===== src/rtl/core/swma_pkg.sv =====
// shared constants and types for the ssim window moment accumulator
package swma_pkg;

   localparam int MAX_TAPS = 14;
   localparam int PIX_W    = 16;
   localparam int WGT_W    = 9;
   localparam int CNT_W    = 4;
   localparam int KWORD_W  = 63;
   localparam int KERN_W   = 2 * KWORD_W;
   localparam int SUM_W    = 28;
   localparam int SQ_W     = 44;
   localparam int WTOT_W   = 12;

   localparam logic [1:0] CSR_TAP_COUNT  = 2'd0;
   localparam logic [1:0] CSR_TAP_CENTER = 2'd1;
   localparam logic [1:0] CSR_KERNEL_0   = 2'd2;
   localparam logic [1:0] CSR_KERNEL_1   = 2'd3;

   typedef struct packed {
      logic [CNT_W-1:0]  taps;
      logic [CNT_W-1:0]  centre;
      logic [KERN_W-1:0] kernel;
   } cfg_type;

   typedef struct packed {
      logic [PIX_W-1:0] ref_pixel;
      logic [PIX_W-1:0] test_pixel;
      logic             row_end;
      logic [CNT_W-1:0] seen;
      logic [CNT_W-1:0] count;
      logic [CNT_W-1:0] first_d;
   } cmd_type;

   typedef struct packed {
      logic [SUM_W-1:0]  ref_sum;
      logic [SUM_W-1:0]  test_sum;
      logic [SQ_W-1:0]   ref_square_sum;
      logic [SQ_W-1:0]   cross_sum;
      logic [SQ_W-1:0]   test_square_sum;
      logic [WTOT_W-1:0] weight_total;
      logic              row_last;
   } rsp_type;

endpackage


===== src/rtl/core/swma_front.sv =====
// front end: row position tracking, result count per item and command queue
module swma_front (
   input  logic                  clock,
   input  logic                  reset,
   input  swma_pkg::cfg_type     cfg,
   input  logic                  req_push,
   output logic                  req_full,
   input  logic [15:0]           req_ref_pixel,
   input  logic [15:0]           req_test_pixel,
   input  logic                  req_row_end,
   output logic                  cmd_valid,
   output swma_pkg::cmd_type     cmd,
   input  logic                  cmd_pop
);
   import swma_pkg::*;

   logic [CNT_W-1:0] seen_ff, seen_in;
   cmd_type          q_ff [2];
   logic             wr_ff, wr_in, rd_ff, rd_in;
   logic [1:0]       cnt_ff, cnt_in;
   logic [CNT_W:0]   lag;
   logic [CNT_W-1:0] lag_n;
   cmd_type          new_cmd;
   logic             push, pop;

   assign req_full  = (cnt_ff == 2'd2);
   assign cmd_valid = (cnt_ff != 2'd0);
   assign cmd       = q_ff[rd_ff];
   assign push      = req_push && !req_full;
   assign pop       = cmd_pop && cmd_valid;

   always_comb begin
      if ({1'b0, cfg.taps} > {1'b0, cfg.centre} + 5'd1) begin
         lag = {1'b0, cfg.taps} - {1'b0, cfg.centre} - 5'd1;
      end else begin
         lag = '0;
      end
      lag_n = lag[CNT_W-1:0];
      new_cmd.ref_pixel  = req_ref_pixel;
      new_cmd.test_pixel = req_test_pixel;
      new_cmd.row_end    = req_row_end;
      new_cmd.seen       = seen_ff;
      if (req_row_end) begin
         new_cmd.first_d = (seen_ff < lag_n) ? seen_ff : lag_n;
         new_cmd.count   = new_cmd.first_d + 4'd1;
      end else begin
         new_cmd.first_d = lag_n;
         new_cmd.count   = (seen_ff >= lag_n) ? 4'd1 : 4'd0;
      end
      if (req_row_end) begin
         seen_in = '0;
      end else if (seen_ff == 4'd15) begin
         seen_in = seen_ff;
      end else begin
         seen_in = seen_ff + 4'd1;
      end
      wr_in  = push ? !wr_ff : wr_ff;
      rd_in  = pop ? !rd_ff : rd_ff;
      cnt_in = cnt_ff + {1'b0, push} - {1'b0, pop};
   end

   always_ff @(posedge clock) begin
      if (reset) begin
         seen_ff <= '0;
         wr_ff   <= 1'b0;
         rd_ff   <= 1'b0;
         cnt_ff  <= '0;
      end else begin
         if (push) begin
            seen_ff <= seen_in;
         end
         wr_ff  <= wr_in;
         rd_ff  <= rd_in;
         cnt_ff <= cnt_in;
      end
   end

   always_ff @(posedge clock) begin
      if (push) begin
         q_ff[wr_ff] <= new_cmd;
      end
   end

endmodule


===== config.mk =====
export PLATFORM = sky130hd
export DESIGN_NAME = swma_front
export DESIGN_NICKNAME = d
export VERILOG_FILES = /design/src/rtl/core/swma_pkg.sv /design/src/rtl/core/swma_front.sv
export SDC_FILE = /design/constraint.sdc
export NUM_CORES = 1
export LEC_CHECK = 0
export CORE_ASPECT_RATIO = 0.9
export CORE_UTILIZATION = 63
export CTS_CLUSTER_SIZE = 30
export DETAILED_ROUTE_END_ITERATION = 16
export DONT_BUFFER_PORTS = 1
export PLACE_DENSITY = 0.84
export SYNTH_ARGS = -nofsm -noshare
export SYNTH_HDL_FRONTEND = slang
export SYNTH_SLANG_ARGS = --single-unit

===== constraint.sdc =====
create_clock -name clock -period 4.2 [get_ports clock]
set_clock_uncertainty 0.2 [all_clocks]
set_input_delay 1.05 -clock clock [delete_from_list [all_inputs] [get_ports clock]]
set_output_delay 1.05 -clock clock [all_outputs]
set_load 0.02 [all_outputs]

Yosys cells after proc, flatten, opt, wreduce, memory -nomap -nowiden

Memories as Yosys holds them, arrays and structs flattened. A register that Yosys moved wholly into a read port is not among the register bits.
Index checks and enable logic that the tools add are counted.

Logic and storage cells: 35
Output and inout bits: 47
Bits in registers: 8
RAM bits: 90
Input bits: 171
Memories kept: 1

Memory list:

| name | words | bits a word | rd ports | clocked after memory_dff | write ports | line             | source |
|---|---|---|---|---|---|---|---|
| q_ff | 2     | 45          | 1        | 1                        | 1           | swma_front.sv:18 | `cmd_type q_ff [2];` |

$lt $le $gt $ge: 3
Mux-type cells: 10
Eq/ne operators: 3
Reduce and logical (&&, ||, !) cells: 7
Add/subtract/negate cells: 7

Operators with widths:

| kind                                                                | number |
|---|---|
| 4-bit 2-to-1 mux                                                    | 4 |
| 4-bit by 1-bit adder with 4-bit output (second input constant)      | 2 |
| 8-bit 2-to-1 mux                                                    | 1 |
| 4-bit by 1-bit adder with 5-bit output (second input constant)      | 1 |
| 4-bit by 5-bit > comparator with 1-bit output                       | 1 |
| 1-bit 2-to-1 mux                                                    | 5 |
| 4-bit equality test (second input constant)                         | 1 |
| 4-bit greater-or-equal comparator                                   | 1 |
| 4-bit < comparator                                                  | 1 |
| 4-bit by 1-bit subtractor with 4-bit output (second input constant) | 1 |
| 4-bit subtractor                                                    | 1 |
| 1-bit logical NOT                                                   | 3 |
| 2-bit by 1-bit adder with 2-bit output                              | 1 |
| 2-bit equality test (second input constant)                         | 1 |
| 1-bit logical AND                                                   | 2 |
| 2-bit inequality test (second input constant)                       | 1 |
| 2-bit AND reduction                                                 | 1 |
| 2-bit nonzero test                                                  | 1 |
| 2-bit by 1-bit subtractor with 2-bit output                         | 1 |

Depth between registers and ports, before layout

Depth after elaboration: 7
Mapped depth: 16

Worst setup path before layout

Ideal clock, no wire load.

Kind: in2reg
From: input cfg[126] (netlist name)
To: memory q_ff[0][5] (netlist name) (data pin)
Setup time: 0.258 ns
Stages: 15
Buffers on the path: 0
Path slack: 0.189 ns
Arrival time: 3.553 ns
Cell sequence: ha_1 -> inv_1 -> ha_1 -> nor2b_2 -> o211ai_2 -> a21oi_1 -> and2_1 -> inv_1 -> ha_1 -> a21oi_1 -> o21ai_1 -> mux2i_2 -> inv_1 -> ha_1 -> and2_1

RTL lines:

| item        | line             | source |
|---|---|---|
| from (decl) | swma_front.sv:5  | `input swma_pkg::cfg_type cfg,` |
| to (decl)   | swma_front.sv:18 |  |

==> impl_metrics.json <==
{
  "max_cap_violations": 0,
  "ys_ff_latch": 99,
  "regArea_um2": 2884,
  "synth_warnings": 0,
  "post-place-ws_ns": -0.003355,
  "clk_pin_slew_worst_paths_ns": 0.08,
  "layout-drive-gt1-share_pct": 28.88,
  "grt_pass1_vias": 2123,
  "synthToLayoutAreaGrowth_pct": 8.141,
  "cts_tree": "yes",
  "synthesis.nets": 449,
  "grt_max_degree": 47,
  "rsz0062_at_grt": "no",
  "gp_congestion": 0.7893,
  "p_per_area_nw_per_um2": 563.7,
  "final_area_um2": 4571,
  "postCtsSetupRepairBufs": 0,
  "min_path_type": "reg -> reg",
  "place_area_um2": 4383,
  "ys_seq_area_share_pct": 68.21,
  "tightest_slew_ns": 0.5834,
  "slew-limit-headroom_pct": 61.11,
  "critPathArrivalTime_ns": 3.86,
  "syn-cell-area_um2": 4227,
  "core_area_um2": 6284,
  "endpoint_kind": "register",
  "setup_violations": 0,
  "worst-path-max-fanout": 4,
  "antennaDiodeCount": 0,
  "setup_ws_ns": 0.3267,
  "final.fill_count": 398,
  "min_period_over_period_pct": 92.22,
  "die_area_um2": 7041,
  "start_util_pct": 67.26,
  "dr.pass1.iters": 4,
  "h-tree-depth": 3,
  "portBuffers": 0,
  "place_hpwl_mm": 5.038,
  "dp.cells": 349,
  "cts.sinks": 99,
  "antenna_found_initial": 0,
  "grt_pass1_wl_mm": 10.49,
  "fmax_mhz": 258.2,
  "insertion_delay_ns": 0.35,
  "report.power.total_mw": 2.577,
  "p_leak_nw": 1.643,
  "fin_nets": 462,
  "vias": 2106,
  "post_cts_resized": 0,
  "crit_type": "in -> reg",
  "final_max_slew_viol_count": 0,
  "antenna_left": 0,
  "drc": 0,
  "synth_edf_count": 90,
  "viasPerCell": 5.786,
  "ir_drop_uv": 505.4,
  "chipWidth_um": 88.34,
  "die_h_um": 79.71,
  "yosys_most_used_dff": "edfxtp_1",
  "async_flop_share_pct": 0,
  "grt-ovfl-total": 0,
  "startpoint_type": "input port",
  "cts_root_buffer": "clkbuf_8",
  "io_pins": 218,
  "cts_made_buffers": 9,
  "routed_wl_mm": 7.108,
  "required_ns": 4.18,
  "synth_cell_types": 35,
  "fin_crit_ns": 3.873,
  "syn_inst": 260,
  "drt_iter0_markers": 88,
  "drt-wirelength-per-cell_um": 19.53,
  "clockBufferDepth": 2,
  "postCtsHoldBufs": 0,
  "avgSynthCellArea_um2": 16.26,
  "final_cells": 364,
  "multi_input_area_um2": 1264,
  "grtUsageTotal_pct": 21.40,
  "status": "complete, no violations",
  "num_rows": 27,
  "hold_viol_final": 0
}
[registers in the layout, indices dropped and copies added, names as in the netlist, named ones only]
register	flops
wr_ff	1
seen_ff	4
cnt_ff	2
rd_ff	1
q_ff	90
[routing by layer]
layer  global-route usage, %  routed length [um]  vias to the layer above
met1                   22.32                2600                     1033
met3                   8.273                 418                       21
met5                       0                   0                        -
met2                   36.69                3756                       66
li1                        -                   -                      986
met4                   11.94                 332                        0
[power breakdown]
group          leakage (nW)  internal, mW  total, mW  switching, mW
Combinational         0.627         0.258      0.708          0.450
Sequential            0.921          1.23       1.29         0.0612
Clock                0.0948         0.275      0.577          0.301
Total                  1.64          1.76       2.58          0.812
[Yosys cell counts (2+ instances only)]
cell / count / area share, %
a21o_1: 3 / 0.53
a21oi_1: 7 / 0.83
and2_1: 3 / 0.44
buf_2: 5 / 0.59
dfxtp_1: 9 / 4.3
edfxtp_1: 90 / 64
ha_1: 17 / 5.0
inv_1: 16 / 1.4
mux2_2: 46 / 12
mux2i_1: 3 / 0.71
nand2_1: 9 / 0.80
nand2b_1: 4 / 0.59
nand3_1: 4 / 0.47
nand4_1: 4 / 0.59
nor2_1: 11 / 0.98
o21ai_0: 2 / 0.24
xnor2_1: 6 / 1.2
xor2_1: 4 / 0.83
[layout by cell type, fill, tap and decap left out, drive strengths merged]
cell	instances
edfxtp	90
mux2	46
inv	19
ha	17
nor2	11
clkbuf	10
nand2	9
dfxtp	9
buf	8
a21oi	8
xnor2	6
nand2b	4
nand3	4
xor2	4
nand4	4
and2	4
mux2i	4
o21ai	4
a21o	3
nor2b	2
clkinv	2
or2	1
o211ai	1
a211oi	1
o21a	1
a31oi	1
a41oi	1
a311oi	1
fa	1
bufinv	1
[final cells by class]
type                            instances  area share [%]
Clock buffer                           10           2.792
Clock inverter                          5           1.314
Inverter                               17           1.451
Multi-Input combinational cell        138           27.65
Sequential cell                        99           63.10
Tap cell                               87           2.382
Timing Repair Buffer                    8           1.314
[per-stage QoR]
stage | TNS [ns] | hold WS [ns] | utilization (%)
2_1_floorplan | 0 | 0.2811 | -
3_3_place_gp | 0 | 0.2955 | 69.75
3_5_place_dp | -0.01006 | 0.3064 | 69.75
4_1_cts | 0 | 0.3331 | 72.74
5_1_grt | 0 | 0.3815 | 72.74
6_report | 0 | 0.3331 | 72.74
[worst paths after layout]
check / start / end / slack (ns) / cells after the start
max reg2reg: seen_ff[0]$_SDFFE_PP0P_ / q_ff[0][6]$_DFFE_PP_ / 1.87 / 10
min: rd_ff$_SDFFE_PP0P_ / register / 0.33 / 2
max: cfg[126] / q_ff[0][6]$_DFFE_PP_ / 0.33 / 16
min reg2reg: rd_ff$_SDFFE_PP0P_ / register / 0.33 / 2
[critical path, cell delays in order]
cell and delay, ns:
ha_1 0.25, inv_1 0.04, ha_1 0.29, nor2b_2 0.15, o211ai_2 0.09, a21oi_1 0.27, and2_1 0.21, inv_1 0.07
ha_1 0.30, a21oi_1 0.08, o21ai_1 0.23, mux2i_2 0.27, inv_1 0.07, ha_1 0.18, nand2b_1 0.13, mux2i_1 0.17
[kinds of logic after synthesis]
group	count (synthesis)	synth area share (%)
muxes	50	13.29
DFF	99	68.21
buffers and inverters	23	2.250
and+or+nand+nor	39	4.589
AOI/OAI and AO/OA	21	4.085
xor gates and xnor gates	10	2.072
adders and majority gates	18	5.506
No activity file was read; power rests on OpenSTA's default activity.
